--- config.mk ---
export PLATFORM = sky130hd
export DESIGN_NAME = clpb_axis
export DESIGN_NICKNAME = d
export VERILOG_FILES = /design/src/assert_macros.svh /design/src/clpb_pkg.sv /design/src/clpb_axis.sv
export SDC_FILE = /design/constraint.sdc
export NUM_CORES = 2
export LEC_CHECK = 0
export CORE_UTILIZATION = 35
export DETAILED_ROUTE_END_ITERATION = 12
export DONT_BUFFER_PORTS = 1
export GPL_ROUTABILITY_DRIVEN = 0
export PLACE_DENSITY = 0.56
export SYNTH_ARGS = -nofsm -noshare
export SYNTH_HDL_FRONTEND = slang
export SYNTH_SLANG_ARGS = --single-unit
export TNS_END_PERCENT = 5
--- constraint.sdc ---
create_clock -name clk -period 10.2 [get_ports clk]
set_input_delay 2.04 -clock clk [delete_from_list [all_inputs] [get_ports clk]]
set_output_delay 2.04 -clock clk [all_outputs]
set_load 0.02 [all_outputs]
--- src/assert_macros.svh ---
// Assertion macros for the RTL files that carry concurrent checks.
// Depends on nothing; each file that asserts includes it by its bare name.
`ifndef ASSERT_MACROS_SVH
`define ASSERT_MACROS_SVH

// Implication checked at every rising edge, switched off while reset is held.
`define CLPB_ASSERT(lbl, clk, rst_n, prop, msg) \
	lbl: assert property (@(posedge clk) disable iff (!(rst_n)) (prop)) else $error(msg);

// Condition that must never be true outside reset.
`define CLPB_NEVER(lbl, clk, rst_n, cond, msg) \
	lbl: assert property (@(posedge clk) disable iff (!(rst_n)) !(cond)) else $error(msg);

`endif

--- src/clpb_pkg.sv ---
// Shared types and constants of the cutoff pair list builder.
// Used by the axis distance unit and the top level; depends on nothing.
package clpb_pkg;

	localparam int POS_W             = 32;
	localparam int BOX_W             = 31;
	localparam int CUT_W             = 63;
	localparam int ATOM_W            = 16;
	localparam int PIDX_W            = 17;
	localparam int SCR_W             = 16;
	localparam int IDX_W             = 6;
	localparam int SQ_W              = 2 * POS_W;
	localparam int CFG_IDX_W         = 3;
	localparam int CFG_DATA_W        = 63;
	localparam int MAX_PARTICLES_DEF = 64;

	localparam logic [CFG_IDX_W-1:0] REG_CUTOFF_SQ = 3'd0;
	localparam logic [CFG_IDX_W-1:0] REG_BOX_X     = 3'd1;
	localparam logic [CFG_IDX_W-1:0] REG_BOX_Y     = 3'd2;
	localparam logic [CFG_IDX_W-1:0] REG_BOX_Z     = 3'd3;
	localparam logic [CFG_IDX_W-1:0] REG_ACTIVE    = 3'd4;
	localparam logic [CFG_IDX_W-1:0] REG_SCREEN    = 3'd5;

	typedef enum logic [1:0] {
		ST_IDLE,
		ST_SCAN,
		ST_FLUSH
	} state_t;

	// Squared wrapped axis difference, with a flag for a magnitude too large
	// to square within the result width.
	typedef struct packed {
		logic [SQ_W-1:0] sq;
		logic            sat;
	} axis_sq_t;

endpackage

--- src/clpb_axis.sv ---
// Pipelined minimum-image square of one axis: difference, wrap, magnitude, square.
// Depends on clpb_pkg; four stages, all advancing together on adv.
module clpb_axis
	import clpb_pkg::*;
(
	input  logic                    clk,
	input  logic                    adv,
	input  logic signed [POS_W-1:0] a,
	input  logic signed [POS_W-1:0] b,
	input  logic [BOX_W-1:0]        box,
	output axis_sq_t                res
);

	localparam int D_W = POS_W + 1;
	localparam int W_W = POS_W + 2;

	logic signed [D_W-1:0] d_s2;
	logic signed [W_W-1:0] w_s3;
	logic [POS_W-1:0]      mag_s4;
	logic                  sat_s4;
	logic [SQ_W-1:0]       sq_s5;
	logic                  sat_s5;

	logic signed [D_W-1:0] d_d;
	logic signed [W_W-1:0] d_ext;
	logic signed [W_W-1:0] twice;
	logic signed [W_W-1:0] box_s;
	logic signed [W_W-1:0] w_d;
	logic [W_W-1:0]        mag_full;

	assign d_d = {a[POS_W-1], a} - {b[POS_W-1], b};

	always_comb begin
		d_ext = W_W'(d_s2);
		twice = {d_s2, 1'b0};
		box_s = W_W'(box);
		// A single wrap; positions are taken to lie inside the box.
		priority if (twice > box_s) begin
			w_d = d_ext - box_s;
		end else if (twice < -box_s) begin
			w_d = d_ext + box_s;
		end else begin
			w_d = d_ext;
		end
	end

	assign mag_full = w_s3[W_W-1] ? W_W'(-w_s3) : W_W'(w_s3);

	always_ff @(posedge clk) begin
		if (adv) begin
			d_s2   <= d_d;
			w_s3   <= w_d;
			mag_s4 <= mag_full[POS_W-1:0];
			sat_s4 <= |mag_full[W_W-1:POS_W];
			sq_s5  <= mag_s4 * mag_s4;
			sat_s5 <= sat_s4;
		end
	end

	assign res.sq  = sq_s5;
	assign res.sat = sat_s5;

endmodule

==> run_results.csv <==
group,metric,value,unit
outcome,status,"completed",
grt,grt_max_degree,165,
worst_setup_path,slowest_delay,1.16,ns
clock_network,clk_pin_slew_worst_paths,0.09,ns
synthesis,synth-edff-count,164,
clock_network,cts-root-buf,"clkbuf_16",
die,num_io_pins,162,
final_layout,finalNonFillerCells,6017,
clock_network,cts_buffers,17,
final_layout,utilization,37.6,%
detailed_routing,wirelength,117000,µm
worst_setup_path,cp_num_buf_inv,5,
grt,grt_first_pass_wirelength,187000,µm
grt,antenna_found_initial,0,
timing,period_share,90.9,%
grt,grt_util_all_layers,20.0,%
detailed_routing,ant_nets,0,
grt,grt.overflow.total,0,
timing,rsz0062_at_grt,"no",
synthesis,syn-num-nets,5840,
synthesis,yosysTopAreaCellShare,37.8,%
timing,clock_skew,0.0150,ns
clock_network,postCtsResizedCells,0,
synthesis,yosysSeqAreaShare,11.7,%
synthesis,ys_ff_latch,164,
worst_setup_path,worst_path_most_repeated_cell,"fa_1",
synthesis,yosys_warnings,0,
synthesis,yosys-top-cells-area,"fa_1, ha_1, edfxtp_1",
clock_network,post_cts_buffers,0,
timing,fmax,0.108,GHz
final_layout,diodes,0,
worst_hold_path,hold_path.class,"reg -> reg",
detailed_routing,via_per_inst,5.02,
die,die-height,349,µm
final_layout,drive_above_1_share,2.90,%
timing,tightest_slew,1.23,ns
worst_setup_path,end_kind,"flop",
timing,final.min_clock_period,9.27,ns
die,die_area,122000,µm²
clock_network,ctsHoldBuffers,0,
die,die_w,349,µm
timing,relSlewSlack,17.8,%
worst_setup_path,crit_type,"reg -> reg",
worst_setup_path,cp_slowest_cell,"edfxtp_1",
placement,place.port_buffers,0,
timing,finalSetupTns,0,ns
worst_setup_path,worstPathRequired,10.47,ns
synthesis,synth.distinct_cells,78,
timing,finalSetupViolations,0,
synthesis,ys.flop_type,"edfxtp_1",
final_layout,nNetsFinal,5752,
timing,hold_violations,0,
worst_setup_path,cp.depth,25,
worst_setup_path,path_max_fanout,25,
synthesis,syn_area_per_cell,9.38,µm²
synthesis,syn_inst,4492,
die,core_area,119000,µm²
placement,dp_hpwl,96300,µm
detailed_routing,drt_first_pass_iters,5,
placement,place_inst,5985,
clock_network,clock-sinks,164,
worst_hold_path,whs_path_depth,0,
die,row_count,126,
detailed_routing,drc_errors,0,
clock_network,cts_tree,"built",
timing,final-max-slew-violation-count,0,
worst_setup_path,worst_path_dominant_cell_family,"adder cells",
detailed_routing,first_iter_violations,1716,
final_layout,areaGrowthSynthToFinish,5.77,%
worst_setup_path,setup.worst_path.start_class,"flop",
synthesis,yosys.area.top_type,"fa_1",
detailed_routing,wl_per_cell,19.5,µm
worst_setup_path,rr_worst_depth,25,
job,cap_violations,0,
worst_setup_path,arrival,9.54,ns
clock_network,clk_latency,0.54,ns
clock_network,clock_path_buffers,2,
synthesis,syn-cell-area,42100,µm²
grt,grt_pass1_vias,32700,
die,initial_core_util,35.5,%
detailed_routing,via_count,30200,
synthesis,ys_async_sr_fraction,0,%
clock_network,cts-htree-levels,4,
## stage by stage
step                hold slack (ns)  worst slack (ns)  cell area (µm²)
floorplan                     0.400              2.48            42100
global placement              0.409             0.933            43900
detailed placement            0.416             0.887            43900
CTS                           0.445             0.822            44600
global route                  0.464             0.594            44600
finish                        0.448             0.932            44600
## final timing paths
check	slack, ns	end	from
setup / recovery	0.93	sq_s5[51]	mag_s4[4]
hold / removal	0.45	sat_s5	sat_s4
setup reg to reg	0.93	sq_s5[51]	mag_s4[4]
hold reg to reg	0.45	sat_s5	sat_s4
## synth_stat cells, types with 5 or more instances
library cell and number:
o21ai_0 116, nand4_1 28, xnor2_1 124, inv_1 1085, o31ai_1 23, and3_1 21, or3_1 11, a2111oi_0 7
o21a_1 18, o31a_1 6, or4_1 7, a21o_1 87, a21oi_1 187, nor4_1 14, xor2_1 56, nand3b_1 5
nand2_1 346, o22ai_1 16, nand2b_1 26, o211ai_1 15, a221oi_1 15, nand3_1 45, fa_1 796, ha_1 455
a211oi_1 14, or2_2 11, clkbuf_1 153, o221ai_1 5, a41oi_1 6, o41ai_1 11, a31oi_1 40, edfxtp_1 164
nor2b_1 27, a311oi_1 5, o21bai_1 34, nor2_1 154, nor3_1 31, a221o_1 6, and4_1 5, and2_1 220
a211o_1 8, a31o_2 16
## layout by cell type (no fill, tap or decap), types with 21 or more instances in the layout
master and instances:
a31oi_1 40, ha_1 455, a21oi_1 187, buf_4 54
xor2_1 56, o21ai_0 116, nor2_1 154, o21bai_1 34
xnor2_1 124, nand4_1 28, a21o_1 87, and2_1 220
nor2b_1 27, o31ai_1 23, nor3_1 31, edfxtp_1 164
inv_1 1085, nand2_1 346, fa_1 796, nand3_1 45
nand2b_1 26, and3_1 21
## layout make-up
class / instances / area (µm²)
clock buffers: 17 / 425
clock inverters: 15 / 204
fillers: 12000 / 74100
inverters: 1086 / 4080
multi-input cells: 3081 / 32500
flip-flops and latches: 164 / 4920
well taps: 1600 / 2000
repair buffers: 54 / 405
## cell families (layout without fill, tap and decap cells)
group / after synthesis / after routing / share of synthesized area, %
flip-flops: 164 / 164 / 11.7
multiplexers: 5 / 5 / 0.128
adder cells (fa/ha/maj): 1251 / 1251 / 51.3
other: 1 / 1 / 0.00890
buffers and inverters: 1247 / 1172 / 11.1
XOR/XNOR: 180 / 180 / 3.74
AO/OA/AOI/OAI: 678 / 678 / 10.5
AND/OR/NAND/NOR: 966 / 966 / 11.4
## sequential cells by signal, indices dropped and copies added (netlist names)
register  flops
sq_s5        63
w_s3         34
mag_s4       32
sat_s4        1
sat_s5        1
d_s2         33
## metal layers
| metal | global-route usage (%) | routed length, µm | vias up |
|---|---|---|---|
| li1 | - | - | 14000 |
| met1 | 26.5 | 51700 | 15300 |
| met2 | 33.8 | 56200 | 857 |
| met3 | 3.31 | 6940 | 113 |
| met4 | 5.25 | 2470 | 0 |
| met5 | 0 | 0 | - |
Power is not shown: default switching activity piles up to over one toggle a cycle in this logic, so the estimate is an artifact.
