File: src/assert_macros.svh
// Assertion macros for the RTL files that carry concurrent checks.
// Depends on nothing; each file that asserts includes it by its bare name.
`ifndef ASSERT_MACROS_SVH
`define ASSERT_MACROS_SVH

// Implication checked at every rising edge, switched off while reset is held.
`define CLPB_ASSERT(lbl, clk, rst_n, prop, msg) \
	lbl: assert property (@(posedge clk) disable iff (!(rst_n)) (prop)) else $error(msg);

// Condition that must never be true outside reset.
`define CLPB_NEVER(lbl, clk, rst_n, cond, msg) \
	lbl: assert property (@(posedge clk) disable iff (!(rst_n)) !(cond)) else $error(msg);

`endif

File: src/clpb_ram.sv
// Generic simple dual-port RAM: one write port, one registered read port.
// Depends on nothing.
module clpb_ram #(
	parameter int WIDTH = 8,
	parameter int DEPTH = 64
) (
	input  logic                     clk,
	input  logic                     we,
	input  logic [$clog2(DEPTH)-1:0] waddr,
	input  logic [WIDTH-1:0]         wdata,
	input  logic                     re,
	input  logic [$clog2(DEPTH)-1:0] raddr,
	output logic [WIDTH-1:0]         rdata
);

	logic [WIDTH-1:0] mem [DEPTH];

	always_ff @(posedge clk) begin
		if (we) begin
			mem[waddr] <= wdata;
		end
		if (re) begin
			rdata <= mem[raddr];
		end
	end

endmodule

File: config.mk
export PLATFORM = sky130hd
export DESIGN_NAME = clpb_ram
export DESIGN_NICKNAME = d
export VERILOG_FILES = /design/src/assert_macros.svh /design/src/clpb_ram.sv
export SDC_FILE = /design/constraint.sdc
export NUM_CORES = 1
export LEC_CHECK = 0
export ABC_CLOCK_PERIOD_IN_PS = 3000
export BUFFER_PORTS_ARGS = -buffer_cell sky130_fd_sc_hd__buf_4
export CORE_MARGIN = 3
export CORE_UTILIZATION = 62
export CTS_CLUSTER_DIAMETER = 80
export DETAILED_ROUTE_END_ITERATION = 10
export GPL_TIMING_DRIVEN = 0
export PLACE_DENSITY = 0.79
export SETUP_SLACK_MARGIN = 0.15
export SLEW_MARGIN = 5
export SYNTH_ARGS = -nofsm -noshare
export SYNTH_HDL_FRONTEND = slang
export SYNTH_SLANG_ARGS = --single-unit
File: constraint.sdc
create_clock -name clk -period 3 [get_ports clk]
set_input_delay 0.6 -clock clk [delete_from_list [all_inputs] [get_ports clk]]
set_output_delay 0.6 -clock clk [all_outputs]
set_load 0.005 [all_outputs]
==> results of run 1 <==
[area by class of cell]
cell class,count,area (sq um),share of cell area
Buffer,51,329,0.0146
Clock inverter,31,290,0.0129
Sequential cell,520,15600,0.693
Clock buffer,57,1260,0.0558
Timing Repair Buffer,22,165,0.00733
Tap cell,435,544,0.0242
Multi-Input combinational cell,369,4330,0.192
[cells by family after synthesis]
| family | after synthesis | share of synthesized area |
|---|---|---|
| mux | 162 | 0.159 |
| flops | 520 | 0.771 |
| buf+inv | 51 | 0.0156 |
| compound gates | 54 | 0.0206 |
| simple gates | 153 | 0.0337 |
[timing repair]
item	4_1_cts	5_1_grt
endpoints found under the setup margin	4	2
resized for setup	5	4
pin swaps	0	0
[layer usage]
layer,vias up,GRT usage
met2,832,0.437
met5,-,0
met1,5320,0.400
met3,134,0.0761
met4,2,0.0968
li1,4088,-
[per-stage QoR]
stage | instances | hold slack (ps) | power [mW]
floorplan | 940 | 699 | 8.65
global route | 1485 | 310 | 15.2
CTS | 1485 | 304 | 14.9
finish | 1485 | 311 | 14.9
global placement | 1397 | 875 | 8.98
detailed placement | 1397 | 881 | 9.00
[final timing paths]
| path | startpoint | endpoint |
|---|---|---|
| worst max-delay path | raddr[1] | rdata[5] |
| worst min register to register | mem[34][2] | rdata[2] |
| worst max register to register | mem[3][3] | rdata[3] |
| worst min-delay path | re | rdata[5] |
[power by group]
part / internal (mW) / switching, mW / total, mW
Sequential: 8.06 / 0.0159 / 8.07
Combinational: 0.293 / 0.515 / 0.808
Clock: 3.43 / 2.57 / 6.00
[cells in the final DEF (no fill, tap or decap), types with 13 or more instances in the layout]
master       n
nand2_1     19
clkbuf_1    23
clkbuf_16   49
nor2b_1     14
buf_4       36
mux4_2     126
mux2i_1     23
mux2_2      13
edfxtp_1   520
nor2_1      83
nand3_1     13
[flip-flops by register name, indices dropped and copies added (netlist names)]
register and flops:
mem 512, rdata 8
==> run metrics, run 1 <==
Setup WS pre-CTS -482 ps; minimum clock period 2780 ps; clk slew on worst S/H paths 70 ps; area post-placement 21,000 sq um; worst-case reg-to-reg path depth 4; Crit path largest cell delay 530 ps; initial antenna violation count 1; Final WS setup 219 ps; via count 10.4k; worst hold path class primary input to register; grt ovf 0; Worst Skew 14.0 ps; hold path depth 1; crit path kind primary input to register; ant diodes 0; first-pass GRT wire length 71,000 um; root buf cell clkbuf_16; VDD IR max 0.437 mV; die width 187 um; Wirelength per Cell 32.4 um; initial core utilization 0.635; vias in the first global route 10.5k; total iterations of the first detailed-routing run 6; Final Slew Violations 0; Routed WL 48,100 um; Synth top area share 0.771; actual slew at the worst max-slew pin 1290 ps; RSZ-0062 raised after global routing false; Crit path arrival time 3040 ps; die area 34,900 sq um; vias per cell 6.99; CTS Sinks 520; PD cells 660 nW/um^2; Synth Warn # 0; uppermost layer routed met5; met3 wire length 5900 um; Placeable Area 31,900 sq um; Critical Path Start Type primary input; FMAX 360 MHz; final setup violation count 0; period utilisation layout 0.927; mapped cell area 20,200 sq um; cells after synthesis 940; most frequent cell after synthesis edfxtp_1; GRT Total Usage 0.282; Leakage 7.01 nW; NumNets Final 1,035; Reg2Reg Setup Slack 550 ps; fraction of layout cells with a size suffix above 1 0.256; # rows 65; Slew headroom 0.137; gpl congestion 0.943; Synth area leader edfxtp_1; Synth Net Count 963; fill count 1,883; Worst path depth 7; number of synthesized flops with an enable pin 520; post-layout util 0.707; CP delay by family, top buffers and inverters; max cap viols 0; Final HPWL DP 28,700 um; Worst Setup End Kind register; IO Pins 31; synth top area cells edfxtp_1, mux4_2, nor2_1, mux2i_1, mux2_2; Layout area overhead 11.3%; CP Buf/Inv Count 4; Syn Area/Cell 21.5 sq um; Detail Route Antenna Nets 0; M1 WL 17,500 um; commonest cells in the netlist edfxtp_1, mux4_2, nor2_1; Worst-Skew Late Latency 570 ps; DRT iter0 DRCs 1,532; fin area 22,500 sq um; I/O Buffers 22; met2 wire len 22,900 um; hold buffers post-CTS 0; cells along the critical path buf_4 > buf_2 > buf_4 > buf_2 > nand3_1 > o22ai_1 > o41ai_2; largest fanout on the critical path 10; Clock Tree Buf Depth 3; H-Tree Depth 2; Worst EP required 3260 ps; Seq/Total Area, Yosys 0.771; Die Y-Extent 187 um; slowest library cell on the worst path o22ai_1; TritonCTS buffer count 48; final setup TNS 0 ps; drc violations 0; top_reg_cell synth edfxtp_1; final hold violation count 0; pin count of the biggest net entering global routing 65; Yosys cell types 39; post-CTS setup repair buffer count 0; status finished clean; async set-reset flop share out of synthesis 0; CTS tree built; Yosys reg bits 520
Note: power is estimated with default switching activity, not from simulation.
==> inputs of run 2 (changes only) <==
--- a/config.mk
+++ b/config.mk
@@ -7,6 +7,7 @@
 export LEC_CHECK = 0
 export ABC_CLOCK_PERIOD_IN_PS = 3000
 export BUFFER_PORTS_ARGS = -buffer_cell sky130_fd_sc_hd__buf_4
+export CORE_ASPECT_RATIO = 0.9
 export CORE_MARGIN = 3
 export CORE_UTILIZATION = 62
 export CTS_CLUSTER_DIAMETER = 80
==> run 2 against run 1 <==
Effect of this change: fmax fell by 4.5%; clock skew rose by 4.2 ps; die area barely moved; clock power fell by 2%; largest power group unchanged; worst hold slack improved by 67 ps; core utilization fell by 0.64 points; setup slack got worse by 130 ps; count of clock-buffer cells in the layout rose by 8; register-to-register slack improved by 40 ps; largest cell class unchanged; sequential power barely moved; first-iteration DRC count fell by 12%; critical endpoint is now rdata[7].
==> run metrics, run 2 (synthesis results as in run 1) <==
GRT Total Usage 0.275 (-0.00705); commonest non-fill, non-tap cell in the layout edfxtp_1; die area 34,900 sq um (about the same); Crit path largest cell delay 530 ps (about the same); worst hold path class primary input to register; Layout area overhead 10.8%; Worst-Skew Late Latency 560 ps (about the same); CTS tree built; period utilisation layout 0.971 (+0.0440); fraction of layout cells with a size suffix above 1 0.247 (-0.00954); minimum clock period 2910 ps (+132 ps); vias per cell 6.91 (-1.1%); H-Tree Depth 2 (unchanged); Slew headroom 0.180 (+0.0429); largest fanout on the critical path 10 (unchanged); final setup violation count 0 (unchanged); final hold violation count 0 (unchanged); Clock Tree Buf Depth 3 (unchanged); switch share 0.208 (-0.000546); root buf cell clkbuf_16; Comb pwr share 0.054 (about the same); Worst Setup End Kind register; Die Y-Extent 177 um (-5.0%); DRT iter0 DRCs 1,352 (-12%); Final Slew Violations 0 (unchanged); drc violations 0 (unchanged); die width 196 um (+5.2%); Largest register FFs 512 (unchanged); clk slew on worst S/H paths 60 ps (about the same); post-CTS setup repair buffer count 0 (unchanged); Wirelength per Cell 31.8 um (-1.8%); PD cells 656 nW/um^2 (-0.65%); CTS Sinks 520 (unchanged); I/O Buffers 22 (unchanged); NumNets Final 1,036 (+0.097%); Worst EP required 3260 ps (about the same); FMAX 343 MHz (-4.5%); status finished clean; grt ovf 0 (unchanged); biggest regs mem: 512 flops, rdata: 8 flops; initial core utilization 0.632 (-0.00313); RSZ-0062 raised after global routing true; via count 10.1k (-2.6%); Placeable Area 32,000 sq um (+0.49%); VDD IR max 0.550 mV (+26%); Setup WS pre-CTS -476 ps (+5.85 ps); WHS 379 ps (+67.4 ps); vias in the first global route 10.1k (-4.1%); Routed WL 46,500 um (-3.3%); most flop-heavy register mem; Worst Skew 18.1 ps (+4.17 ps); Crit path arrival time 3170 ps (+130 ps); Switch Pwr 3.06 mW (-1.3%); fill count 1,869 (-0.74%); Critical Path Start Type primary input; post-layout util 0.700 (-0.00637); most frequent cells in the layout edfxtp_1, mux4_2, nor2_1; clock power share 0.397 (-0.006); Final HPWL DP 29,300 um (+1.9%); crit path kind primary input to register; slowest library cell on the worst path o21ai_0; initial antenna violation count 2 (+1); internal power 11.7 mW (-0.99%); IO Pins 31 (unchanged); TritonCTS buffer count 49 (+2.1%); Final Power 14.7 mW (-1.1%); register share of total power 0.548 (+0.005); max cap viols 0 (unchanged); Final WS setup 87.0 ps (-132 ps); # rows 62 (-4.6%); first-pass GRT wire length 68,000 um (-4.3%); actual slew at the worst max-slew pin 1220 ps (-63.8 ps); Leakage 6.97 nW (-0.62%); pin count of the biggest net entering global routing 65 (unchanged); Detail Route Antenna Nets 0 (unchanged); cells along the critical path buf_4 > buf_4 > buf_2 > mux4_2 > mux4_2 > o21ai_0 > nand2_1; hold buffers post-CTS 0 (unchanged); ant diodes 0 (unchanged); gpl congestion 0.955 (+1.3%); total iterations of the first detailed-routing run 5 (-1)
[run 2: changes by cell type in the layout (fill, tap and decap cells not counted), sizes merged]
cell | previous run | this run
bufinv | 5 | 3
clkinvlp | 4 | 2
inv | 2 | 1
clkbuf | 74 | 83
clkinv | 20 | 13
clkdlybuf4s15 | 1 | 0
[run 2: what timing repair did]
action                                  CTS  global route
endpoints found under the setup margin    2             5
endpoints found under the hold margin     0             0
resized for setup                         2             3
[run 2: critical path: cells and delay by family]
kind / cells / cell delay (ps)
AO/OA/AOI/OAI: 1 / 530
AND/OR/NAND/NOR: 1 / 190
buffers and inverters: 3 / 920
multiplexers: 2 / 910
[run 2: metrics by stage]
stage          instances  instance area (sq um)  TNS, ps
6_report            1462                  22400        0
5_1_grt             1462                  22400        0
4_1_cts             1462                  22400        0
3_5_place_dp        1378                  20900    -2620
3_3_place_gp        1378                  20900    -2280
2_1_floorplan        940                  20200        0
[run 2: layer usage]
metal | routed length (um) | up-vias | GRT usage
li1 | - | 4074 | -
met1 | 17800 | 5207 | 0.405
met2 | 21500 | 704 | 0.411
met3 | 5430 | 119 | 0.0738
met4 | 1680 | 4 | 0.0936
met5 | 23 | - | 0
[run 2: worst paths after layout]
check | startpoint | end | slack [ps] | depth (start not counted)
worst min register to register | mem[5][7] | rdata[7] | 990 | 4
worst max register to register | mem[35][7] | rdata[7] | 590 | 4
worst max-delay path | raddr[1] | rdata[7] | 90 | 7
worst min-delay path | re | rdata[5] | 380 | 1
[run 2: cell type report]
class / count / area, sq um / share of cell area
plain buffers: 51 / 322 / 0.0143
flip-flops and latches: 520 / 15600 / 0.696
well taps: 416 / 520 / 0.0232
repair buffers: 22 / 165 / 0.00736
clock inverters: 19 / 183 / 0.00814
multi-input cells: 369 / 4330 / 0.193
clock buffers: 65 / 1310 / 0.0583
[run 2: power by group through the flow]
stage          clock network, mW  logic (mW)  registers, mW
6_report                    5.85       0.799           8.07
5_1_grt                     6.19       0.837           8.07
4_1_cts                     5.88       0.789           8.07
3_5_place_dp                   0       0.783           8.23
3_3_place_gp                   0       0.760           8.22
2_1_floorplan                  0       0.429           8.22
==> inputs of run 3 (changes only) <==
==> constraint.sdc (replaced) <==
create_clock -name clk -period 3 [get_ports clk]
set_input_delay 0.3 -clock clk [delete_from_list [all_inputs] [get_ports clk]]
set_output_delay 0.3 -clock clk [all_outputs]
set_load 0.005 [all_outputs]
==> run 3 against run 2 <==
Effect of this change: die area unchanged; clock power barely moved; register-to-register slack hardly changed; clock skew up 5.4 ps; largest power group unchanged; critical path depth is the same; sequential cell count unchanged; sequential share of layout area about the same; highest routed layer unchanged; total power barely moved.
==> run metrics, run 3 (synthesis results as in run 1) <==
Final Slew Violations 0 (unchanged); Detail Route Antenna Nets 0 (unchanged); Final HPWL DP 29,300 um (unchanged); Placed Cells 1,378 (unchanged); fin area 22,400 sq um (about the same); RSZ-0062 raised after global routing false; GRT Total Usage 0.275 (unchanged); Slew headroom 0.191 (+0.0118); WHS 68.4 ps (-310 ps); post-CTS setup repair buffer count 0 (unchanged); status finished clean; CTS tree built; crit path kind primary input to register; Worst EP required 3260 ps (about the same); Post-CTS Resized 0 (-2); Placeable Area 32,000 sq um (unchanged); period utilisation layout 0.934 (-0.0368); ant diodes 0 (unchanged); H-Tree Depth 2 (unchanged); Wirelength per Cell 31.9 um (+0.33%); Largest register FFs 512 (unchanged); FMAX 357 MHz (+3.9%); most frequent cells in the layout edfxtp_1, mux4_2, nor2_1; TritonCTS buffer count 49 (unchanged); initial core utilization 0.632 (unchanged); actual slew at the worst max-slew pin 1200 ps (-17.6 ps); slowest library cell on the worst path o21ai_0; Final Power 14.7 mW (about the same); Worst Setup End Kind register; first-pass GRT wire length 68,000 um (unchanged); minimum clock period 2800 ps (-110 ps); Crit path arrival time 3070 ps (-100 ps); post-layout util 0.700 (about the same); NumNets Final 1,036 (unchanged); initial antenna violation count 2 (unchanged); drc violations 0 (unchanged); most flop-heavy register mem; die width 196 um (unchanged); fraction of layout cells with a size suffix above 1 0.244 (-0.00287); Worst Skew 23.5 ps (+5.40 ps); max cap viols 0 (unchanged); die area 34,900 sq um (unchanged); IO Pins 31 (unchanged); grt ovf 0 (unchanged); clk slew on worst S/H paths 60 ps (about the same); fin cells 1,462 (unchanged); PD cells 657 nW/um^2 (+0.12%); worst hold path class primary input to register; final hold violation count 0 (unchanged); CTS Sinks 520 (unchanged); area post-placement 20,900 sq um (unchanged); final setup violation count 0 (unchanged); cells along the critical path buf_4 > buf_2 > buf_2 > mux4_2 > mux4_2 > o21ai_0 > nand2_1; largest fanout on the critical path 10 (unchanged); biggest regs mem: 512 flops, rdata: 8 flops; total iterations of the first detailed-routing run 7 (+2); commonest non-fill, non-tap cell in the layout edfxtp_1; I/O Buffers 22 (unchanged); vias per cell 6.97 (+0.74%); root buf cell clkbuf_16; # rows 62 (unchanged); VDD IR max 0.547 mV (-0.55%); gpl congestion 0.955 (unchanged); Worst-Skew Late Latency 560 ps (about the same); pin count of the biggest net entering global routing 65 (unchanged); Leakage 6.96 nW (-0.11%); Routed WL 46,600 um (+0.33%); via count 10.2k (+0.74%); Crit path largest cell delay 530 ps (about the same); hold buffers post-CTS 0 (unchanged); DRT iter0 DRCs 1,384 (+2.4%); Layout area overhead 10.8% (about the same); vias in the first global route 10.1k (unchanged); Die Y-Extent 177 um (unchanged); Critical Path Start Type primary input; Clock Tree Buf Depth 3 (unchanged)
==> run 3: final timing paths <==
| check | depth (start not counted) | start | slack, ps | endpoint |
|---|---|---|---|---|
| max | 7 | raddr[1] | 200 | rdata[7] |
| min | 1 | re | 70 | rdata[5] |
| max reg2reg | 4 | mem[55][7] | 590 | rdata[7] |
| min reg2reg | 4 | mem[5][7] | 1000 | rdata[7] |
==> run 3: through the flow <==
| stage | worst slack (ps) | TNS (ps) |
|---|---|---|
| floorplan | 894 | 0 |
| global placement | -100 | -264 |
| detailed placement | -176 | -480 |
| CTS | 403 | 0 |
| global route | 161 | 0 |
| finish | 197 | 0 |
==> run 3: worst max-delay path: cells and delay by family <==
family,cells,cell delay [ps]
AO/OA/AOI/OAI,1,530
buffers and inverters,3,1120
multiplexers,2,920
AND/OR/NAND/NOR,1,190
==> run 3: where the power goes <==
| group | switching (mW) | internal [mW] | total (mW) | leakage, nW |
|---|---|---|---|---|
| sequential | 0.0141 | 8.06 | 8.07 | 4.69 |
| clock | 2.55 | 3.31 | 5.86 | 0.718 |
| combinational | 0.509 | 0.291 | 0.800 | 1.56 |
==> run 3: layout make-up <==
class | instances | area [sq um]
repair buffers | 22 | 165
clock buffers | 65 | 1310
multi-input cells | 369 | 4320
plain buffers | 51 | 317
fillers | 1871 | 9610
flip-flops and latches | 520 | 15600
clock inverters | 19 | 183
well taps | 416 | 520
==> run 3: routing by layer <==
metal | GRT usage | up-vias | routed length [um]
met5 | 0 | - | 23
met4 | 0.0936 | 4 | 1790
met3 | 0.0738 | 140 | 5610
met2 | 0.411 | 718 | 21500
met1 | 0.405 | 5250 | 17700
li1 | - | 4071 | -
